### src/sv/assert_macros.svh
// assertion macros used by the rtl top file
`ifndef ASSERT_MACROS_SVH
`define ASSERT_MACROS_SVH

// checked only while out of reset
`define ASSERT_CLK(label, prop, msg) \
  label: assert property (@(posedge clk) disable iff (!rst_n) prop) else $error(msg);

// checked on every edge, reset included
`define ASSERT_ALWAYS(label, prop, msg) \
  label: assert property (@(posedge clk) prop) else $error(msg);

`endif

### src/sv/lbcg_pkg.sv
// types, constants and arithmetic helpers of the luma band colour grade
`default_nettype none
package lbcg_pkg;

  localparam int unsigned CfgIdxW  = 4;
  localparam int unsigned CfgDataW = 64;

  typedef enum logic [CfgIdxW-1:0] {
    REG_TONE  = 4'd0,
    REG_RED   = 4'd1,
    REG_GREEN = 4'd2,
    REG_BLUE  = 4'd3,
    REG_POP   = 4'd4,
    REG_SAT   = 4'd5,
    REG_CON   = 4'd6,
    REG_BRI   = 4'd7
  } reg_idx_t;

  typedef struct packed {
    logic [7:0] red_in;
    logic [7:0] green_in;
    logic [7:0] blue_in;
  } pix_in_t;

  typedef struct packed {
    logic [7:0] red_out;
    logic [7:0] green_out;
    logic [7:0] blue_out;
  } pix_out_t;

  typedef logic signed [25:0] ch_t;
  typedef logic [16:0] wgt_t;

  typedef struct packed {
    wgt_t wl;
    wgt_t wlm;
    wgt_t whm;
    wgt_t wh;
    wgt_t wm;
  } band_wgt_t;

  typedef struct packed {
    logic [63:0]        tone;
    logic [47:0]        red;
    logic [47:0]        green;
    logic [47:0]        blue;
    logic signed [29:0] pop_k;
    logic signed [15:0] sat;
    logic signed [15:0] con;
    logic signed [23:0] bri_k;
  } grade_cfg_t;

  localparam logic [16:0] ONE16    = 17'd65536;
  localparam ch_t         MID_GREY = 26'sd1044480;
  localparam ch_t         CH_MAX   = 26'sd33554431;
  localparam ch_t         CH_MIN   = {1'b1, 25'd0};
  localparam logic [20:0] Y_MAX    = 21'd2088960;
  localparam logic [48:0] RECIP255 = 49'd16843010;

  // exact floor(n / 255) for n below 2^24
  function automatic wgt_t div255(input logic [23:0] n);
    logic [48:0] p;
    p = {25'd0, n} * RECIP255;
    return p[48:32];
  endfunction

  function automatic ch_t sat_ch(input logic signed [33:0] x);
    ch_t r;
    if (x > 34'(CH_MAX)) begin
      r = CH_MAX;
    end else if (x < 34'(CH_MIN)) begin
      r = CH_MIN;
    end else begin
      r = $signed(x[25:0]);
    end
    return r;
  endfunction

  // rec.709 luma of working channels, rounded from 16 fraction bits
  function automatic logic signed [27:0] luma13(input ch_t r, input ch_t g, input ch_t b);
    logic signed [45:0] s;
    s = 46'(r) * 46'sd13933 + 46'(g) * 46'sd46871 + 46'(b) * 46'sd4732 + 46'sd32768;
    return 28'(s >>> 16);
  endfunction

  function automatic logic signed [33:0] mul_gw(input logic signed [15:0] g, input wgt_t w);
    return 34'(g) * $signed({17'd0, w});
  endfunction

endpackage
`default_nettype wire

### src/sv/lbcg_weight.sv
// input luma and band weights, four stages
`default_nettype none
module lbcg_weight (
  input  logic                clk,
  input  logic                rst_n,
  input  logic                en,
  input  logic                in_valid,
  input  lbcg_pkg::pix_in_t   in_pix,
  output logic                out_valid,
  output lbcg_pkg::pix_in_t   out_pix,
  output lbcg_pkg::band_wgt_t out_wgt
);
  import lbcg_pkg::*;

  logic v1_r, v2_r, v3_r, v4_r;
  pix_in_t p1_r, p2_r, p3_r, p4_r;
  logic [23:0] num_r, num_nxt;
  wgt_t lum_r, lum_nxt;
  wgt_t wl_r, wl_nxt, wh_r, wh_nxt;
  logic [17:0] omt_r, omt_nxt;
  band_wgt_t wgt_r, wgt_nxt;

  logic [16:0] inv;
  logic [34:0] sq_l, sq_h;
  logic signed [19:0] tq, tc;
  logic signed [18:0] wm_s;
  wgt_t wm, wlm;
  logic [35:0] pm;

  always_comb begin
    num_nxt = 24'd13933 * 24'(in_pix.red_in) + 24'd46871 * 24'(in_pix.green_in)
            + 24'd4732 * 24'(in_pix.blue_in) + 24'd127;
    lum_nxt = div255(num_r);
  end

  always_comb begin
    inv    = ONE16 - lum_r;
    sq_l   = 35'(inv) * 35'(inv) + 35'd32768;
    sq_h   = 35'(lum_r) * 35'(lum_r) + 35'd32768;
    wl_nxt = sq_l[32:16];
    wh_nxt = sq_h[32:16];
    tq     = 20'(($signed({3'b000, lum_r}) - 20'sd32768) * 20'sd4);
    if (tq > 20'sd65536) begin
      tc = 20'sd65536;
    end else if (tq < -20'sd65536) begin
      tc = -20'sd65536;
    end else begin
      tc = tq;
    end
    omt_nxt = 18'(20'sd65536 - tc);
  end

  always_comb begin
    wm_s = 19'sd65536 - $signed({2'b00, wl_r}) - $signed({2'b00, wh_r});
    wm   = (wm_s < 0) ? 17'd0 : wm_s[16:0];
    pm   = 36'(wm) * 36'(omt_r) + 36'd65536;
    wlm  = pm[33:17];
    wgt_nxt.wl  = wl_r;
    wgt_nxt.wlm = wlm;
    wgt_nxt.whm = wm - wlm;
    wgt_nxt.wh  = wh_r;
    wgt_nxt.wm  = wm;
  end

  always_ff @(posedge clk) begin
    if (!rst_n) begin
      v1_r <= 1'b0;
      v2_r <= 1'b0;
      v3_r <= 1'b0;
      v4_r <= 1'b0;
    end else if (en) begin
      v1_r <= in_valid;
      v2_r <= v1_r;
      v3_r <= v2_r;
      v4_r <= v3_r;
    end
  end

  always_ff @(posedge clk) begin
    if (en) begin
      p1_r  <= in_pix;
      num_r <= num_nxt;
      p2_r  <= p1_r;
      lum_r <= lum_nxt;
      p3_r  <= p2_r;
      wl_r  <= wl_nxt;
      wh_r  <= wh_nxt;
      omt_r <= omt_nxt;
      p4_r  <= p3_r;
      wgt_r <= wgt_nxt;
    end
  end

  assign out_valid = v4_r;
  assign out_pix   = p4_r;
  assign out_wgt   = wgt_r;

endmodule
`default_nettype wire

### config.mk
export PLATFORM = sky130hd
export DESIGN_NAME = lbcg_weight
export DESIGN_NICKNAME = d
export VERILOG_FILES = /design/src/sv/assert_macros.svh /design/src/sv/lbcg_pkg.sv /design/src/sv/lbcg_weight.sv
export SDC_FILE = /design/constraint.sdc
export NUM_CORES = 2
export LEC_CHECK = 0
export BUFFER_PORTS_ARGS = -buffer_cell sky130_fd_sc_hd__buf_2
export CAP_MARGIN = 20
export CORE_UTILIZATION = 32
export DETAILED_ROUTE_END_ITERATION = 10
export GPL_ROUTABILITY_DRIVEN = 1
export PLACE_DENSITY_LB_ADDON = 0.3
export SYNTH_ARGS = -nofsm -noshare
export SYNTH_HDL_FRONTEND = slang
export SYNTH_SLANG_ARGS = --single-unit
### constraint.sdc
create_clock -name clk -period 14.6 [get_ports clk]
set_input_delay 0.73 -clock clk [delete_from_list [all_inputs] [get_ports clk]]
set_output_delay 0.73 -clock clk [all_outputs]
set_load 0.03 [all_outputs]
Word-level counts from Yosys, hierarchy flattened
Cells that the tools add are included.
{"block": "word_totals", "ff_bits": 278, "input_bits": 28, "output_inout_bits": 110, "elab_cells": 51}
{"block": "op_classes", "add_sub_neg": 12, "multipliers": 7, "order_cmp": 3, "muxes": 3}
{"operator": "33-bit by 16-bit adder with 33-bit output (second input constant)", "count": 2}
{"operator": "17-bit by 17-bit multiplier with 33-bit output", "count": 2}
{"operator": "24-bit by 24-bit multiplier with 48-bit output (second input constant)", "count": 1}
{"operator": "18-bit two-way mux", "count": 2}
{"operator": "34-bit by 17-bit adder with 34-bit output (second input constant)", "count": 1}
{"operator": "17-bit by 18-bit multiplier with 34-bit output", "count": 1}
{"operator": "22-bit by 24-bit adder with 24-bit output", "count": 1}
{"operator": "24-bit by 21-bit adder with 24-bit output", "count": 1}
{"operator": "24-bit by 7-bit adder with 24-bit output (second input constant)", "count": 1}
{"operator": "16-bit by 8-bit multiplier with 24-bit output (first input constant)", "count": 1}
{"operator": "14-bit by 8-bit multiplier with 22-bit output (first input constant)", "count": 1}
{"operator": "20-bit by 18-bit > comparator with 1-bit output (second input constant)", "count": 1}
{"operator": "20-bit by 17-bit < comparator with 1-bit output (second input constant)", "count": 1}
{"operator": "19-bit by 1-bit < comparator with 1-bit output (second input constant)", "count": 1}
{"operator": "11-bit by 8-bit multiplier with 19-bit output (first input constant)", "count": 1}
{"operator": "18-bit by 18-bit subtractor with 19-bit output", "count": 1}
{"operator": "17-bit by 16-bit subtractor with 18-bit output (second input constant)", "count": 1}
{"operator": "17-bit by 17-bit subtractor with 18-bit output (first input constant)", "count": 1}
{"operator": "18-bit subtractor (first input constant)", "count": 1}
{"operator": "17-bit two-way mux", "count": 1}
{"operator": "17-bit subtractor", "count": 1}
{"operator": "17-bit subtractor (first input constant)", "count": 1}

Logic depth before layout (Yosys ltp)
{"block": "depth", "word_depth": 7, "ltp_mapped": 52, "ltp_nobuf": 50}

Least setup slack after synthesis
OpenSTA, ideal clock, no wires.
{"block": "synth_timing", "path_kind": "reg2reg", "startpoint": "reg wl_r[2]", "endpoint": "reg wgt_r, in the netlist out_wgt[48] (data pin)", "setup_ns": 0.259, "arrival_ns": 11.591, "required_ns": 14.341, "path_slack_ns": 2.750, "stages_incl_launch_ff": 50, "n_path_buf": 2, "period_less_slack_ns": 11.850, "cell_sequence": "edfxtp_1 nor4_1 nand2b_1 nor4b_1 nor2b_1 nor3b_1 xnor2_1 ha_1 nand3_1 o41ai_2 nand2_1 clkbuf_1 a211oi_1 clkbuf_1 and2_1 fa_1 inv_1 fa_1 (+14 left out) xnor2_1 ha_1 fa_1 nor2b_1 o21ai_0 a21boi_0 o21ai_0 nand2b_1 nor2_1 a211oi_1 a211oi_1 maj3_1 a21o_1 a41oi_1 nand3_1 maj3_1 o21bai_1 xnor2_1"}
{"item": "from (decl)", "line": "lbcg_weight.sv:19", "text": "wgt_t wl_r, wl_nxt, wh_r, wh_nxt;"}
{"item": "from (signal assigned)", "line": "lbcg_weight.sv:86", "text": "wl_r <= wl_nxt;"}
{"item": "to (signal assigned)", "line": "lbcg_weight.sv:90", "text": "wgt_r <= wgt_nxt;"}
{"item": "to (decl)", "line": "lbcg_weight.sv:21", "text": "band_wgt_t wgt_r, wgt_nxt;"}

==> impl_metrics.json <==
{
  "cts_buffer_depth": 3,
  "synth_cell_types": 69,
  "cts-root-buf": "clkbuf_16",
  "worstReg2RegStart": "wl_r[2]",
  "crit_slowest_cell": "o41ai_2",
  "crit_arrival_ps": 13730,
  "syn_area_per_cell_sq_um": 10.3,
  "holdWs_ps": 391,
  "dr.pass1.iters": 5,
  "wl_per_cell_um": 16.8,
  "via_per_inst": 4.61,
  "rr_worst_depth": 48,
  "cpPeakStageDelay_ps": 750,
  "fin_worst_skew_ps": 29.1,
  "cp_common_cell": "fa_1",
  "async_flop_share": 0,
  "grt_pass1_vias": 31200,
  "core_sq_um": 136000,
  "initial_utilization": 0.324,
  "clk_latency_ps": 600,
  "clock-sinks": 276,
  "yosysSeqAreaShare": 0.187,
  "synth_top_area_cell": "fa_1",
  "syn_inst": 4273,
  "cp-start-kind": "flip-flop",
  "hp-class": "input pin to flip-flop",
  "crit_start": "wl_r[2]",
  "place_hpwl_um": 84400,
  "slew_headroom": 0.259,
  "drive_gt1_frac": 0.0619,
  "antenna_found_initial": 7,
  "dieArea_sq_um": 140000,
  "critical-path-top-delay-family": "adder cells",
  "grt.total_usage": 0.154,
  "status": "finished, final reports clean",
  "critPathRequiredTime_ps": 14940,
  "cts_resized": 0,
  "htreeDepth": 2,
  "netlist_area_sq_um": 44200,
  "io_pins": 138,
  "worst_pin_slew_ps": 1100,
  "synth_top_cell_area_share": 0.342,
  "max_freq_mhz": 74.6,
  "maxCapViolCount": 0,
  "hold_viol": 0,
  "syn_nets": 5736,
  "fill_cells": 13700,
  "setup_tns_ps": 0,
  "die_h_um": 374,
  "crit_path_end_kind": "flip-flop",
  "hp-start": "rst_n",
  "numPortBuffers": 137,
  "rsz0062_at_grt": "no",
  "via_count": 28600,
  "holdBufCountCts": 0,
  "drv_slew": 0,
  "ff2ff_setup_slack_ps": 1200,
  "min_path_cells": 2,
  "grt.overflow.total": 0,
  "min_delay_worst_endpoint": "v1_r",
  "cts_buffers": 37,
  "layout_min_cycle_time_ps": 13400,
  "num-nets-final": 5865,
  "clk_pin_slew_ps": 60,
  "grt_max_degree": 106,
  "gp_congestion": 0.871,
  "finalSetupViolCount": 0,
  "cts_setup_buffers": 0,
  "synth_seq_cells": 276,
  "routed_wirelength_um": 105000,
  "drt_iter0_markers": 1419,
  "ys.flop_type": "edfxtp_1",
  "cts_tree": "done",
  "row_count": 135,
  "ys_warn_count": 0,
  "path_class": "flip-flop to flip-flop",
  "synth_area_leaders": "fa_1, ha_1, edfxtp_1, inv_1, and2_1",
  "period_share": 0.918,
  "area_delta_synth_final_pct": 9.40,
  "ant_nets": 0,
  "worstReg2RegEnd": "out_wgt[48]",
  "die_x_um": 374,
  "crit_buf_inv": 5,
  "cp_max_fo": 13,
  "drc": 0,
  "grt_pass1_wl_um": 169000,
  "synth-edff-count": 272
}
-- Yosys cell counts (8+ instances only) --
| master | instances |
|---|---|
| and2_1 | 189 |
| a21o_1 | 25 |
| nor2b_1 | 28 |
| o21bai_1 | 18 |
| a21oi_1 | 85 |
| fa_1 | 755 |
| xor2_1 | 40 |
| and3_1 | 48 |
| or2_2 | 8 |
| a31oi_1 | 15 |
| xnor2_1 | 133 |
| clkbuf_1 | 88 |
| edfxtp_1 | 272 |
| clkinv_1 | 8 |
| nor2_1 | 234 |
| inv_1 | 1077 |
| nand2b_1 | 20 |
| a21boi_0 | 8 |
| nand4_1 | 8 |
| o21ai_0 | 58 |
| ha_1 | 680 |
| nand2_1 | 281 |
| nor3_1 | 42 |
| o21a_1 | 25 |
| nand3_1 | 20 |
| a211oi_1 | 9 |
-- worst max-delay path by stage --
stage	endpoint	slack [ps]	cells past startpoint
after floorplan	out_wgt[48]	2750	49
after global placement	out_wgt[48]	1060	48
after detailed placement	out_wgt[48]	880	48
after CTS	out_wgt[48]	810	48
after global routing	out_wgt[48]	200	48
final	out_wgt[48]	1200	48
-- layout by cell type, fill, tap and decap left out, drive strengths merged, types with 7 or more instances in the layout --
master     n
a21oi     85
o21bai    18
xor2      40
o21a      25
clkbuf    40
nor2b     28
and3      48
edfxtp   272
or3        7
inv     1084
buf      182
nor2     235
or2        8
a21boi     8
nand2b    20
a21o      25
xnor2    133
ha       680
o21ai     63
clkinv    18
nand2    281
nand4      8
fa       755
a31oi     15
a211oi     9
nand3     20
and2     190
nor3      42
-- flip-flops by register name (all words and copies together) (netlist names) --
| signal | count |
|---|---|
| out_wgt | 85 |
| num_r | 24 |
| out_pix | 24 |
| p1_r | 24 |
| p2_r | 24 |
| p3_r | 24 |
| lum_r | 17 |
| wh_r | 17 |
| wl_r | 17 |
| omt_r | 16 |
| out_valid | 1 |
| v1_r | 1 |
| v2_r | 1 |
| v3_r | 1 |
-- per-stage QoR --
| stage | instance area (sq um) | instances | utilization | worst slack (ps) |
|---|---|---|---|---|
| floorplan | 44200 | 4273 | - | 2750 |
| global placement | 47100 | 6144 | 0.346 | 1060 |
| detailed placement | 47100 | 6144 | 0.346 | 876 |
| CTS | 48300 | 6208 | 0.355 | 809 |
| global route | 48300 | 6208 | 0.355 | 196 |
| finish | 48300 | 6209 | 0.355 | 1200 |
-- layout make-up --
cell class / count / area, sq um / area share
Multi-Input combinational cell: 2818 / 31500 / 0.653
Sequential cell: 276 / 8250 / 0.171
Inverter: 1087 / 4080 / 0.0844
Tap cell: 1781 / 2230 / 0.0461
Timing Repair Buffer: 182 / 1030 / 0.0214
Clock buffer: 40 / 937 / 0.0194
Clock inverter: 24 / 258 / 0.00533
Antenna cell: 1 / 2.50 / 0.0000518
-- kinds of logic (layout without fill, tap and decap cells) --
| family | after synthesis | count (layout) | share of synthesized area |
|---|---|---|---|
| simple gates | 910 | 910 | 0.0990 |
| flops | 276 | 276 | 0.187 |
| buf+inv | 1179 | 1333 | 0.100 |
| mux | 7 | 7 | 0.00161 |
| compound gates | 287 | 287 | 0.0418 |
| other cells | 0 | 1 | 0 |
| fa+ha+maj | 1441 | 1441 | 0.536 |
| xor+xnor | 173 | 173 | 0.0343 |
-- per-layer routing --
layer	vias to the layer above	GRT usage	share of wire
met4	0	0.0416	0.026
met5	-	0	0
met2	551	0.267	0.49
met3	125	0.0231	0.047
li1	13500	-	-
met1	14500	0.199	0.44
Power is left out: the tool's default activity adds up to more than one toggle a clock period on the data nets, which glitch-free logic cannot reach.
